File: config.mk
export PLATFORM = sky130hd
export DESIGN_NAME = cipher_rotor_permutation
export DESIGN_NICKNAME = d
export VERILOG_FILES = /design/src/hdl/crp_pkg.sv /design/src/hdl/cipher_rotor_permutation.sv /design/src/hdl/crp_dpath.sv /design/src/hdl/crp_ctrl.sv
export SDC_FILE = /design/constraint.sdc
export NUM_CORES = 1
export LEC_CHECK = 0
export ABC_AREA = 1
export BUFFER_PORTS_ARGS = -buffer_cell sky130_fd_sc_hd__buf_2
export CORE_MARGIN = 8
export CORE_UTILIZATION = 65
export DETAILED_ROUTE_END_ITERATION = 7
export GPL_ROUTABILITY_DRIVEN = 0
export PLACE_DENSITY = 0.9
export SETUP_SLACK_MARGIN = 0.2
export SLEW_MARGIN = 10
export SYNTH_ARGS = -nofsm -noshare
export SYNTH_HDL_FRONTEND = slang
export SYNTH_SLANG_ARGS = --single-unit
File: constraint.sdc
create_clock -name clk_i -period 4.62 [get_ports clk_i]
set_input_delay 0.693 -clock clk_i [delete_from_list [all_inputs] [get_ports clk_i]]
set_output_delay 0.693 -clock clk_i [all_outputs]
set_load 0.1 [all_outputs]
File: src/hdl/crp_pkg.sv
// Shared types and codes for the rotor permutation block.
// Holds the item payload structs, opcodes, error codes and the
// controller/datapath command and status structs. No dependencies.
`default_nettype none

package crp_pkg;

  localparam int SymW  = 5;
  localparam int OpW   = 3;
  localparam int ErrW  = 2;

  localparam logic [OpW-1:0] OP_LOAD     = 3'd0;
  localparam logic [OpW-1:0] OP_VALIDATE = 3'd1;
  localparam logic [OpW-1:0] OP_SET      = 3'd2;
  localparam logic [OpW-1:0] OP_ROTATE   = 3'd3;
  localparam logic [OpW-1:0] OP_FWD      = 3'd4;
  localparam logic [OpW-1:0] OP_REV      = 3'd5;

  localparam logic [ErrW-1:0] ERR_NONE    = 2'd0;
  localparam logic [ErrW-1:0] ERR_RANGE   = 2'd1;
  localparam logic [ErrW-1:0] ERR_DUP     = 2'd2;
  localparam logic [ErrW-1:0] ERR_NOT_BIJ = 2'd3;

  typedef struct packed {
    logic [OpW-1:0]  opcode;
    logic [SymW-1:0] entry_index;
    logic [SymW-1:0] symbol;
  } crp_in_t;

  typedef struct packed {
    logic [SymW-1:0] mapped_letter;
    logic            carry;
    logic [ErrW-1:0] error_code;
  } crp_out_t;

  typedef struct packed {
    logic            latch;
    logic            fwd_wr;
    logic            pos_set;
    logic            pos_step;
    logic            map_rd;
    logic            cnt_clr;
    logic            cnt_inc;
    logic            fwd_rd_cnt;
    logic            seen_clr;
    logic            seen_rd;
    logic            seen_set;
    logic            inv_wr;
    logic            res_ld;
    logic            res_map;
    logic            res_carry;
    logic [ErrW-1:0] res_err;
  } crp_cmd_t;

  typedef struct packed {
    logic [OpW-1:0] op;
    logic           idx_ok;
    logic           sym_ok;
    logic           fwd_val_ok;
    logic           seen_hit;
    logic           cnt_last;
  } crp_status_t;

endpackage

`default_nettype wire

File: src/hdl/cipher_rotor_permutation.sv
// Top level of one cipher rotor: wiring load and check, position control,
// forward and reverse letter mapping.
// Depends on crp_pkg, crp_ctrl and crp_dpath.
//
//   Channel  Handshake               Payload
//   in       in_valid_i/in_ready_o   in_data_i  (crp_in_t)
//   out      out_valid_o/out_ready_i out_data_o (crp_out_t)
//   config   cfg_we_i                cfg_data_i (notch position)
//
// Load, set, rotate, forward and reverse items each go through an accept,
// an execute (one memory access or register update) and a result step.
// A validate item runs the seen-mark clear sweep, then the check walk over
// each entry and, if the walk is clean, the inverse build.
// Reset clears position, notch and control; the tables need no clearing.
// A new item is accepted while a result waits in the output register; the
// next result then holds until that register is taken.
`default_nettype none

module cipher_rotor_permutation #(
  parameter int ALPHABET_SIZE = 26
) (
  input  wire logic                     clk_i,
  input  wire logic                     rst_ni,
  input  wire logic                     in_valid_i,
  output logic                          in_ready_o,
  input  wire crp_pkg::crp_in_t         in_data_i,
  output logic                          out_valid_o,
  input  wire logic                     out_ready_i,
  output crp_pkg::crp_out_t             out_data_o,
  input  wire logic                     cfg_we_i,
  input  wire logic [crp_pkg::SymW-1:0] cfg_data_i
);

  crp_pkg::crp_cmd_t    cmd;
  crp_pkg::crp_status_t status;

  crp_ctrl u_ctrl (
    .clk_i       (clk_i),
    .rst_ni      (rst_ni),
    .in_valid_i  (in_valid_i),
    .in_ready_o  (in_ready_o),
    .out_valid_o (out_valid_o),
    .out_ready_i (out_ready_i),
    .status_i    (status),
    .cmd_o       (cmd)
  );

  crp_dpath #(
    .ALPHABET_SIZE (ALPHABET_SIZE)
  ) u_dpath (
    .clk_i      (clk_i),
    .rst_ni     (rst_ni),
    .in_data_i  (in_data_i),
    .cfg_we_i   (cfg_we_i),
    .cfg_data_i (cfg_data_i),
    .cmd_i      (cmd),
    .status_o   (status),
    .out_data_o (out_data_o)
  );

endmodule

`default_nettype wire

File: src/hdl/crp_dpath.sv
// Datapath of the rotor permutation block: item register, position and
// notch registers, wiring, inverse and seen-mark memories, result register.
// Depends on crp_pkg; driven by crp_ctrl through crp_cmd_t.
`default_nettype none

module crp_dpath #(
  parameter int ALPHABET_SIZE = 26
) (
  input  wire logic                  clk_i,
  input  wire logic                  rst_ni,
  input  wire crp_pkg::crp_in_t      in_data_i,
  input  wire logic                  cfg_we_i,
  input  wire logic [crp_pkg::SymW-1:0] cfg_data_i,
  input  wire crp_pkg::crp_cmd_t     cmd_i,
  output crp_pkg::crp_status_t       status_o,
  output crp_pkg::crp_out_t          out_data_o
);

  localparam int PW   = $clog2(ALPHABET_SIZE);
  localparam int CW   = ((PW > crp_pkg::SymW) ? PW : crp_pkg::SymW) + 1;
  localparam int LutN = 2 ** crp_pkg::SymW;
  localparam logic [CW-1:0] NCw  = CW'(ALPHABET_SIZE);
  localparam logic [PW:0]   NPw1 = (PW+1)'(ALPHABET_SIZE);
  localparam logic [PW-1:0] Last = PW'(ALPHABET_SIZE - 1);

  logic [crp_pkg::OpW-1:0]  op_q;
  logic [crp_pkg::SymW-1:0] idx_q;
  logic [crp_pkg::SymW-1:0] sym_q;
  logic [PW-1:0]            pos_q, pos_d;
  logic [crp_pkg::SymW-1:0] notch_q;
  logic [PW-1:0]            cnt_q, cnt_d;

  logic [crp_pkg::SymW-1:0] fwd_mem [ALPHABET_SIZE];
  logic [PW-1:0]            inv_mem [ALPHABET_SIZE];
  logic                     seen_mem [ALPHABET_SIZE];
  logic [crp_pkg::SymW-1:0] fwd_rdata_q;
  logic [PW-1:0]            inv_rdata_q;
  logic                     seen_rdata_q;

  crp_pkg::crp_out_t        out_q, out_d;

  // Residue of every 5-bit wiring value; covers unvalidated stored values.
  logic [PW-1:0] mod_lut [LutN];
  for (genvar g = 0; g < LutN; g++) begin : g_mod_lut
    assign mod_lut[g] = PW'(g % ALPHABET_SIZE);
  end

  logic [CW-1:0] idx_ext, sym_ext, fv_ext, notch_ext, pos_ext, letter_ext;
  logic [PW-1:0] idx_addr, sym_p, fv_addr, map_addr, fwd_raddr, v_red, letter;
  logic [PW:0]   map_sum, letter_sum;
  logic          fwd_rd_en, inv_rd_en, carry_now;

  assign idx_ext   = CW'(idx_q);
  assign sym_ext   = CW'(sym_q);
  assign fv_ext    = CW'(fwd_rdata_q);
  assign notch_ext = CW'(notch_q);
  assign pos_ext   = CW'(pos_q);
  assign idx_addr  = idx_ext[PW-1:0];
  assign sym_p     = sym_ext[PW-1:0];
  assign fv_addr   = fv_ext[PW-1:0];

  // Letter plus position, reduced by one conditional subtract.
  always_comb begin
    map_sum = {1'b0, sym_p} + {1'b0, pos_q};
    if (map_sum >= NPw1) begin
      map_sum = map_sum - NPw1;
    end
    map_addr = map_sum[PW-1:0];
  end

  assign fwd_raddr = cmd_i.map_rd ? map_addr : cnt_q;
  assign fwd_rd_en = (cmd_i.map_rd && (op_q == crp_pkg::OP_FWD)) || cmd_i.fwd_rd_cnt;
  assign inv_rd_en = cmd_i.map_rd && (op_q == crp_pkg::OP_REV);

  // Table value minus position, wrapped into the alphabet.
  always_comb begin
    v_red = (op_q == crp_pkg::OP_REV) ? inv_rdata_q : mod_lut[fwd_rdata_q];
    if (v_red >= pos_q) begin
      letter_sum = {1'b0, v_red} - {1'b0, pos_q};
    end else begin
      letter_sum = {1'b0, v_red} + NPw1 - {1'b0, pos_q};
    end
    letter     = letter_sum[PW-1:0];
    letter_ext = CW'(letter);
  end

  assign carry_now = (pos_ext == notch_ext);

  always_comb begin
    pos_d = pos_q;
    if (cmd_i.pos_set) begin
      pos_d = sym_p;
    end else if (cmd_i.pos_step) begin
      pos_d = (pos_q == Last) ? '0 : pos_q + PW'(1);
    end
  end

  always_comb begin
    cnt_d = cnt_q;
    if (cmd_i.cnt_clr) begin
      cnt_d = '0;
    end else if (cmd_i.cnt_inc) begin
      cnt_d = cnt_q + PW'(1);
    end
  end

  always_comb begin
    out_d.mapped_letter = cmd_i.res_map ? letter_ext[crp_pkg::SymW-1:0] : '0;
    out_d.carry         = cmd_i.res_carry ? carry_now : 1'b0;
    out_d.error_code    = cmd_i.res_err;
  end

  always_ff @(posedge clk_i or negedge rst_ni) begin
    if (!rst_ni) begin
      pos_q   <= '0;
      notch_q <= '0;
      cnt_q   <= '0;
    end else begin
      pos_q <= pos_d;
      cnt_q <= cnt_d;
      if (cfg_we_i) begin
        notch_q <= cfg_data_i;
      end
    end
  end

  always_ff @(posedge clk_i) begin
    if (cmd_i.latch) begin
      op_q  <= in_data_i.opcode;
      idx_q <= in_data_i.entry_index;
      sym_q <= in_data_i.symbol;
    end
    if (cmd_i.res_ld) begin
      out_q <= out_d;
    end
  end

  always_ff @(posedge clk_i) begin
    if (cmd_i.fwd_wr) begin
      fwd_mem[idx_addr] <= sym_q;
    end
    if (fwd_rd_en) begin
      fwd_rdata_q <= fwd_mem[fwd_raddr];
    end
  end

  always_ff @(posedge clk_i) begin
    if (cmd_i.inv_wr) begin
      inv_mem[fv_addr] <= cnt_q;
    end
    if (inv_rd_en) begin
      inv_rdata_q <= inv_mem[map_addr];
    end
  end

  always_ff @(posedge clk_i) begin
    if (cmd_i.seen_clr) begin
      seen_mem[cnt_q] <= 1'b0;
    end else if (cmd_i.seen_set) begin
      seen_mem[fv_addr] <= 1'b1;
    end
    if (cmd_i.seen_rd) begin
      seen_rdata_q <= seen_mem[fv_addr];
    end
  end

  assign status_o.op         = op_q;
  assign status_o.idx_ok     = (idx_ext < NCw);
  assign status_o.sym_ok     = (sym_ext < NCw);
  assign status_o.fwd_val_ok = (fv_ext < NCw);
  assign status_o.seen_hit   = seen_rdata_q;
  assign status_o.cnt_last   = (cnt_q == Last);
  assign out_data_o          = out_q;

endmodule

`default_nettype wire

File: src/hdl/crp_ctrl.sv
// Controller of the rotor permutation block: item sequencing, the wiring
// check walk, the inverse build and the result register handshake.
// Depends on crp_pkg; drives crp_dpath through crp_cmd_t.
`default_nettype none

module crp_ctrl (
  input  wire logic                 clk_i,
  input  wire logic                 rst_ni,
  input  wire logic                 in_valid_i,
  output logic                      in_ready_o,
  output logic                      out_valid_o,
  input  wire logic                 out_ready_i,
  input  wire crp_pkg::crp_status_t status_i,
  output crp_pkg::crp_cmd_t         cmd_o
);

  localparam logic [3:0] S_IDLE  = 4'd0;
  localparam logic [3:0] S_EXEC  = 4'd1;
  localparam logic [3:0] S_CLR   = 4'd2;
  localparam logic [3:0] S_VRD   = 4'd3;
  localparam logic [3:0] S_VCHK1 = 4'd4;
  localparam logic [3:0] S_VCHK2 = 4'd5;
  localparam logic [3:0] S_BRD   = 4'd6;
  localparam logic [3:0] S_BWR   = 4'd7;
  localparam logic [3:0] S_DONE  = 4'd8;

  logic [3:0]                state_q, state_d;
  logic [crp_pkg::ErrW-1:0]  err_q, err_d;
  logic                      map_q, map_d;
  logic                      carry_q, carry_d;
  logic                      out_valid_q, out_valid_d;
  logic                      slot_free;

  assign in_ready_o  = (state_q == S_IDLE);
  assign out_valid_o = out_valid_q;
  assign slot_free   = !out_valid_q || out_ready_i;

  always_comb begin
    state_d     = state_q;
    err_d       = err_q;
    map_d       = map_q;
    carry_d     = carry_q;
    out_valid_d = out_valid_q && !out_ready_i;
    cmd_o       = '0;
    cmd_o.res_err   = err_q;
    cmd_o.res_map   = map_q;
    cmd_o.res_carry = carry_q;

    case (state_q)
      S_IDLE: begin
        if (in_valid_i) begin
          cmd_o.latch = 1'b1;
          err_d       = crp_pkg::ERR_NONE;
          map_d       = 1'b0;
          carry_d     = 1'b0;
          state_d     = S_EXEC;
        end
      end
      S_EXEC: begin
        state_d = S_DONE;
        case (status_i.op)
          crp_pkg::OP_LOAD: begin
            cmd_o.fwd_wr = status_i.idx_ok;
            err_d = status_i.idx_ok ? crp_pkg::ERR_NONE : crp_pkg::ERR_RANGE;
          end
          crp_pkg::OP_VALIDATE: begin
            cmd_o.cnt_clr = 1'b1;
            state_d       = S_CLR;
          end
          crp_pkg::OP_SET: begin
            cmd_o.pos_set = status_i.sym_ok;
            err_d = status_i.sym_ok ? crp_pkg::ERR_NONE : crp_pkg::ERR_RANGE;
          end
          crp_pkg::OP_ROTATE: begin
            cmd_o.pos_step = 1'b1;
            carry_d        = 1'b1;
          end
          crp_pkg::OP_FWD, crp_pkg::OP_REV: begin
            cmd_o.map_rd = status_i.sym_ok;
            map_d        = status_i.sym_ok;
            err_d = status_i.sym_ok ? crp_pkg::ERR_NONE : crp_pkg::ERR_RANGE;
          end
          default: begin
          end
        endcase
      end
      S_CLR: begin
        cmd_o.seen_clr = 1'b1;
        if (status_i.cnt_last) begin
          cmd_o.cnt_clr = 1'b1;
          state_d       = S_VRD;
        end else begin
          cmd_o.cnt_inc = 1'b1;
        end
      end
      S_VRD: begin
        cmd_o.fwd_rd_cnt = 1'b1;
        state_d          = S_VCHK1;
      end
      S_VCHK1: begin
        if (!status_i.fwd_val_ok) begin
          err_d   = crp_pkg::ERR_RANGE;
          state_d = S_DONE;
        end else begin
          cmd_o.seen_rd = 1'b1;
          state_d       = S_VCHK2;
        end
      end
      S_VCHK2: begin
        if (status_i.seen_hit) begin
          err_d   = crp_pkg::ERR_DUP;
          state_d = S_DONE;
        end else begin
          cmd_o.seen_set = 1'b1;
          // N distinct in-range values cover the alphabet, so a clean walk
          // means a permutation and the inverse can be built.
          if (status_i.cnt_last) begin
            cmd_o.cnt_clr = 1'b1;
            state_d       = S_BRD;
          end else begin
            cmd_o.cnt_inc = 1'b1;
            state_d       = S_VRD;
          end
        end
      end
      S_BRD: begin
        cmd_o.fwd_rd_cnt = 1'b1;
        state_d          = S_BWR;
      end
      S_BWR: begin
        cmd_o.inv_wr = 1'b1;
        if (status_i.cnt_last) begin
          state_d = S_DONE;
        end else begin
          cmd_o.cnt_inc = 1'b1;
          state_d       = S_BRD;
        end
      end
      S_DONE: begin
        if (slot_free) begin
          cmd_o.res_ld = 1'b1;
          out_valid_d  = 1'b1;
          state_d      = S_IDLE;
        end
      end
      default: begin
        state_d = S_IDLE;
      end
    endcase
  end

  always_ff @(posedge clk_i or negedge rst_ni) begin
    if (!rst_ni) begin
      state_q     <= S_IDLE;
      err_q       <= crp_pkg::ERR_NONE;
      map_q       <= 1'b0;
      carry_q     <= 1'b0;
      out_valid_q <= 1'b0;
    end else begin
      state_q     <= state_d;
      err_q       <= err_d;
      map_q       <= map_d;
      carry_q     <= carry_d;
      out_valid_q <= out_valid_d;
    end
  end

endmodule

`default_nettype wire
==> out/results.tsv, run 1 <==
metric	value	unit
total power	12.1	mW
pre-CTS setup slack	0.882	ns
Setup WS post-layout	0.680	ns
Clock Skews	0.0280	ns
Final Critical Period	3.94	ns
num ports	33	
Worst EP arrival	4.21	ns
final slew viol count	0	
crit end category	register	
DP HPWL	24200	µm
Port Buffers	32	
Max-Cap Viols	0	
Worst-path clk slew	0.06	ns
Fin. Hold Viols	0	
area share of the largest cell type after synthesis	0.615	
Worst-Margin Slew	1.24	ns
top post-synthesis cells by area	edfxtp_1 (61%), nor2_1 (6.5%), nand3_1 (6.4%)	
root buf cell	clkbuf_16	
Post-Synthesis Cell Area	0.0155	mm²
Worst-Skew Late Latency	0.52	ns
initial antenna violation count	0	
global-route wire length before repair	59100	µm
post-synth top area cell	edfxtp_1	
synth unique cells	49	
clock sinks	342	
layout cells sized above 1	0.0775	
flop2flop setup slack	0.68	ns
Clock Path Buffers	3	
Setup Viol. Count Final	0	
status	finished with violations	
vias	11700	
die area	0.0291	mm²
vias per cell	6.30	
asr flop ratio synth	0.0702	
post-synthesis sequential area ratio	0.653	
final wirelength	37900	µm
# DRC	3	
HP Class	input pin to asynchronous set/reset pin	
setup_tns	0	ns
number of synthesized flops with an enable pin	318	
# hold bufs at CTS	0	
Syn Nets	1524	
CP required	4.89	ns
# diodes	0	
drt pass-1 iters	8	
CTS tree	built	
relative slew slack	0.170	
IR Drop Worst-Case VDD	0.409	mV
failing checks	design-rule violations	
WHS	0.175	ns
pin count of the biggest net entering global routing	66	
cells after synthesis	1477	
Core Util, Final	0.725	
WS Path Type	register to register	
final period utilization	0.853	
global-route usage over all layers	0.261	
number of DRC markers in iteration 0	2039	
max frequency	0.254	GHz
Starting Density	0.662	
Die X	171	µm
Leak	6.61	nW
# fillers	1421	
P per Cell Area	708	mW/mm²
vias in the first global route	11400	
register bit total from synthesis	342	
post-CTS setup repair buffer count	0	
average instance area after synthesis	10.5	µm²
final net count	1557	
Area growth syn-to-layout	9.59	%
grt total ovfl	0	
Wirelength per Cell	20.4	µm
core box area	0.0235	mm²
critical path peak fanout	17	
RSZ-0062 raised after global routing	false	
Core Rows	56	
DIE HEIGHT	171	µm
warnings from Yosys	0	
post-cts resize count	0	
Reg-to-Reg Start	u_dpath.pos_q[0]	
crit start category	register	
worst r2r dst	u_dpath.fv_addr[0]	
top_reg_cell synth	edfxtp_1	
antenna-violating nets left	0	
Num CTS Buffers	34	
worst r2r path cells	16	
H-tree Lvls	2	
[cells in the final DEF (no fill, tap or decap), types with 19 or more instances in the layout]
cell type,n
ha_1,19
buf_2,32
nand2_1,223
o21ai_0,107
nand3_1,200
edfxtp_1,318
inv_1,124
clkbuf_16,35
dfrtp_1,24
a21oi_1,21
nor2_1,269
[synth_stat cells, types with 2 or more instances]
master      n
inv_2       3
a211oi_1    5
nor2_1    269
a221oi_1    3
mux2i_1     5
dfrtp_1    24
or2_1       3
nand3_1   200
nor2_4      2
buf_6       6
or2_2       2
nand2_2     7
clkbuf_1   27
buf_1       2
a31oi_1     3
a22oi_1     6
xor2_1      3
xnor2_1     5
buf_2       9
inv_1     125
edfxtp_1  318
o21ai_1    15
fa_1        4
nand2_4     5
o211ai_1    6
a21oi_1    21
buf_4       4
nor3_1     12
nor3b_1     2
clkinv_1    3
nand2_1   223
o21ai_0   107
nor2_2      2
ha_1       20
nand4_1    12
[kinds of logic after synthesis]
logic type | Yosys count | share of synthesized area
simple gates | 742 | 0.206
flops | 342 | 0.653
buf+inv | 181 | 0.0501
compound gates | 174 | 0.0612
fa+ha+maj | 24 | 0.0213
xor+xnor | 8 | 0.00451
mux | 6 | 0.00395
[where the power goes]
part / leakage (nW) / switching [mW] / internal, mW
sequential: 3.39 / 0.165 / 3.77
clock: 0.531 / 1.14 / 1.58
combinational: 2.69 / 3.91 / 1.49
total: 6.61 / 5.21 / 6.84
[state kept, by name, summed over array words and instances (netlist names)]
name,flops
u_ctrl.out_valid_o,1
u_dpath.notch_q,5
u_ctrl.carry_q,1
u_dpath.pos_q,5
u_dpath.fwd_mem,130
u_dpath.fv_addr,5
u_dpath.seen_rdata_q,1
u_dpath.out_data_o,8
u_dpath.inv_rdata_q,5
u_dpath.inv_mem,130
u_ctrl.err_q,2
u_dpath.cnt_q,5
u_dpath.sym_p,5
u_ctrl.state_q,4
u_ctrl.map_q,1
u_dpath.op_q,3
u_dpath.idx_addr,5
u_dpath.seen_mem,26
[worst max-delay path by stage]
stage                startpoint                      to  cells past startpoint
6_report       u_dpath.pos_q[0]      u_dpath.fv_addr[0]                     16
5_1_grt        u_dpath.pos_q[0]      u_dpath.fv_addr[4]                     16
4_1_cts        u_dpath.pos_q[0]      u_dpath.fv_addr[2]                     16
3_5_place_dp   u_dpath.pos_q[0]      u_dpath.fv_addr[0]                     16
2_1_floorplan  u_dpath.sym_p[0]  u_dpath.inv_rdata_q[3]                     17
3_3_place_gp   u_dpath.pos_q[0]      u_dpath.fv_addr[2]                     16
[metal layers]
layer | part of all wire | wire length [µm] | track usage
met1 | 0.35 | 13300 | 0.317
met2 | 0.48 | 18300 | 0.436
met3 | 0.12 | 4520 | 0.0588
met4 | 0.049 | 1840 | 0.130
met5 | 0 | 0 | 0
[metrics by stage]
step                std cells  area (µm²)
detailed placement       1793       15900
global placement         1793       15900
finish                   1855       17000
CTS                      1855       17000
floorplan                1477       15500
global route             1855       17000
[critical path, stage by stage, from the launching register on]
cell     delay [ns]
dfrtp_1        0.49
ha_2           0.25
fa_1           0.47
nand2_1        0.10
inv_1          0.04
nor2_1         0.15
inv_2          0.07
nand2_2        0.09
nand3_4        0.12
nand3_1        0.14
nand3_1        0.48
nand2_1        0.72
nand2_1        0.13
nand3_1        0.17
nand3_1        0.12
nand3_1        0.09
nand2_1        0.06
[cell type report]
type	count	area, µm²	area share
Sequential cell	342	10100	0.596
Multi-Input combinational cell	954	4610	0.271
Clock buffer	43	916	0.0538
Inverter	131	492	0.0289
Tap cell	319	399	0.0234
Timing Repair Buffer	47	273	0.0160
Clock inverter	19	186	0.0109
(Power assumes the default switching activity.)
==> run 2: changes to the inputs <==
--- a/config.mk
+++ b/config.mk
@@ -5,7 +5,6 @@
 export SDC_FILE = /design/constraint.sdc
 export NUM_CORES = 1
 export LEC_CHECK = 0
-export ABC_AREA = 1
 export BUFFER_PORTS_ARGS = -buffer_cell sky130_fd_sc_hd__buf_2
 export CORE_MARGIN = 8
 export CORE_UTILIZATION = 65
==> run 2 against run 1 <==
Net effect: sequential power rose by 2%; maximum frequency is 7.0% lower; non-clock buffer count rose by 6; the run now ends clean; critical path depth is 5 lower; design area up 0.53%; highest routed layer unchanged; largest power group unchanged; sequential share of layout area decreased by 0.31 points; worst setup slack worse by 0.30 ns; die area about the same.
==> out/results.tsv, run 2 <==
metric	value	unit	change
status	complete, no violations		
Leak	5.95	nW	-9.9%
vias in the first global route	10100		-11%
initial antenna violation count	0		unchanged
WS Path Type	register to register		
warnings from Yosys	0		unchanged
setup_tns	0	ns	unchanged
RSZ-0062 raised after global routing	false		
asr flop ratio synth	0.0702		unchanged
Core Util, Final	0.729		+0.00384
commonest cells after routing, fill and taps aside	edfxtp_1 (318), nand2_1 (132), nor2_1 (112), mux2i_1 (46), clkbuf_16 (37)		
Max-Cap Viols	0		unchanged
final slew viol count	0		unchanged
final period utilization	0.917		+0.0644
relative slew slack	0.104		-0.0663
number of synthesized flops with an enable pin	318		unchanged
Port Buffers	32		unchanged
pre-CTS setup slack	0.509	ns	-0.373 ns
Final Cell Area	0.0171	mm²	+0.53%
num ports	33		unchanged
Num CTS Buffers	36		+5.9%
layout cells sized above 1	0.157		+0.0794
post-synth top area cell	edfxtp_1		
Syn Nets	1155		-24%
IR Drop Worst-Case VDD	0.626	mV	+53%
Starting Density	0.662		about the same
non-filler cells, final	1498		-19%
vias	10000		-14%
top flop regs	u_dpath.fwd_mem: 130 flops, u_dpath.inv_mem: 130 flops, u_dpath.seen_mem: 26 flops		
drt pass-1 iters	6		-2
max frequency	0.236	GHz	-7.0%
Worst EP arrival	4.49	ns	+0.28 ns
WHS	0.171	ns	-0.00445 ns
DP HPWL	23000	µm	-4.6%
# diodes	0		unchanged
Core Rows	56		unchanged
global-route wire length before repair	56000	µm	-5.2%
register bit total from synthesis	342		unchanged
P per Cell Area	717	mW/mm²	+1.3%
Area growth syn-to-layout	10.2	%	
Final Critical Period	4.24	ns	+0.297 ns
power share of the sequential group	0.326		about the same
Worst-Skew Late Latency	0.53	ns	about the same
Switch Pwr	4.79	mW	-8.0%
synth unique cells	84		+71%
Post-synth top cells	edfxtp_1 (318), nand2_1 (132), nor2_1 (112)		
die area	0.0291	mm²	about the same
Setup WS post-layout	0.383	ns	-0.297 ns
pin count of the biggest net entering global routing	42		-36%
Setup Viol. Count Final	0		unchanged
final net count	1199		-23%
average instance area after synthesis	14.0	µm²	+33%
# DRC	0		-3
CP required	4.88	ns	about the same
vias per cell	6.68		+5.9%
Fin. Hold Viols	0		unchanged
Clock Path Buffers	3		unchanged
# hold bufs at CTS	0		unchanged
grt total ovfl	0		unchanged
placed cells	1432		-20%
H-tree Lvls	2		unchanged
top_reg_cell synth	edfxtp_1		
clock sinks	342		unchanged
Wirelength per Cell	24.0	µm	+18%
cells after synthesis	1108		-25%
Worst-Margin Slew	1.34	ns	+0.0952 ns
register area	0.0101	mm²	unchanged
total power	12.3	mW	+1.9%
multi-input logic area	0.00501	mm²	+8.5%
switching part of the total	0.390		-0.0421
post-synthesis sequential area ratio	0.654		about the same
Clock Skews	0.0235	ns	-0.00455 ns
# fillers	1356		-4.6%
antenna-violating nets left	0		unchanged
final wirelength	36000	µm	-5.1%
most common cell after layout, fill and taps aside	edfxtp_1		
top post-synthesis cells by area	edfxtp_1 (61%), dfrtp_1 (3.9%), mux4_2 (3.6%)		
root buf cell	clkbuf_16		
Die X	171	µm	about the same
placed cell area	0.0160	mm²	+0.29%
core box area	0.0235	mm²	unchanged
Clk pwr share	0.227		about the same
Post-Synthesis Cell Area	0.0155	mm²	about the same
Pint	7.49	mW	+9.4%
DIE HEIGHT	171	µm	about the same
most numerous cell in the Yosys netlist	edfxtp_1		
global-route usage over all layers	0.253		-0.00830
number of DRC markers in iteration 0	1417		-31%
Worst-path clk slew	0.06	ns	about the same
Comb power frac	0.447		about the same
critical path peak fanout	14		-3
crit end category	register		
crit start category	register		
HP Class	input pin to asynchronous set/reset pin		
area share of the largest cell type after synthesis	0.615		about the same
CTS tree	built		
==> run 2: layout make-up <==
type,instances,area share
clock buffer,42,0.0552
multi-input combinational,693,0.292
timing repair buffer,53,0.0191
clock inverter,23,0.0113
sequential,342,0.593
inverter,26,0.00570
tap,319,0.0233
==> run 2: worst paths after layout <==
kind	start	to	cells past startpoint	slack, ns
setup / recovery	u_dpath.pos_q[0]	u_dpath.fv_addr[1]	11	0.38
hold / removal	rst_ni	u_dpath.pos_q[4]	1	0.17
setup reg to reg	u_dpath.pos_q[0]	u_dpath.fv_addr[1]	11	0.38
hold reg to reg	u_ctrl.err_q[0]	u_dpath.out_data_o[0]	0	0.48
max in group asynchronous	rst_ni	u_ctrl.out_valid_o	1	4.07
min in group clk_i	in_data_i[9]	u_dpath.idx_addr[4]	1	0.35
==> run 2: repair_timing <==
action	4_1_cts	5_1_grt
setup buffers	0	0
hold endpoints to repair	0	0
resized for setup	0	1
setup endpoints to repair	0	1
==> run 2: cell families (layout without fill, tap and decap cells) <==
| group | count (synthesis) | count (layout) | synth area share |
|---|---|---|---|
| compound gates | 164 | 164 | 0.0790 |
| xor+xnor | 18 | 18 | 0.0102 |
| fa+ha+maj | 24 | 24 | 0.0213 |
| buf+inv | 73 | 144 | 0.0248 |
| flops | 342 | 342 | 0.654 |
| mux | 102 | 102 | 0.0942 |
| simple gates | 385 | 385 | 0.117 |
==> run 2: power groups by stage <==
stage                     Combinational, mW  Clock [mW]  Sequential, mW
after CTS                              5.40        2.80            3.99
final                                  5.49        2.79            4.00
after detailed placement               5.27           0            4.05
after global placement                 5.06           0            4.04
after floorplan                        4.04           0            4.14
after global routing                   5.88        2.92            4.02
==> run 2: critical path: stages, from the launching register on <==
cell and delay (ns):
dfrtp_1 0.48, ha_1 0.29, fa_1 0.47, a211o_1 0.29
nand3_1 0.16, and2_0 0.35, a21oi_2 0.15, o211ai_2 0.31
nand2_1 0.45, a2111oi_1 0.72, o31a_1 0.25, a211oi_2 0.06
==> run 2: metal layers <==
layer	global-route usage	vias up	routed length, µm
li1	-	4319	-
met1	0.309	4795	12700
met2	0.417	742	17600
met3	0.0555	150	4000
met4	0.135	0	1740
met5	0	-	0
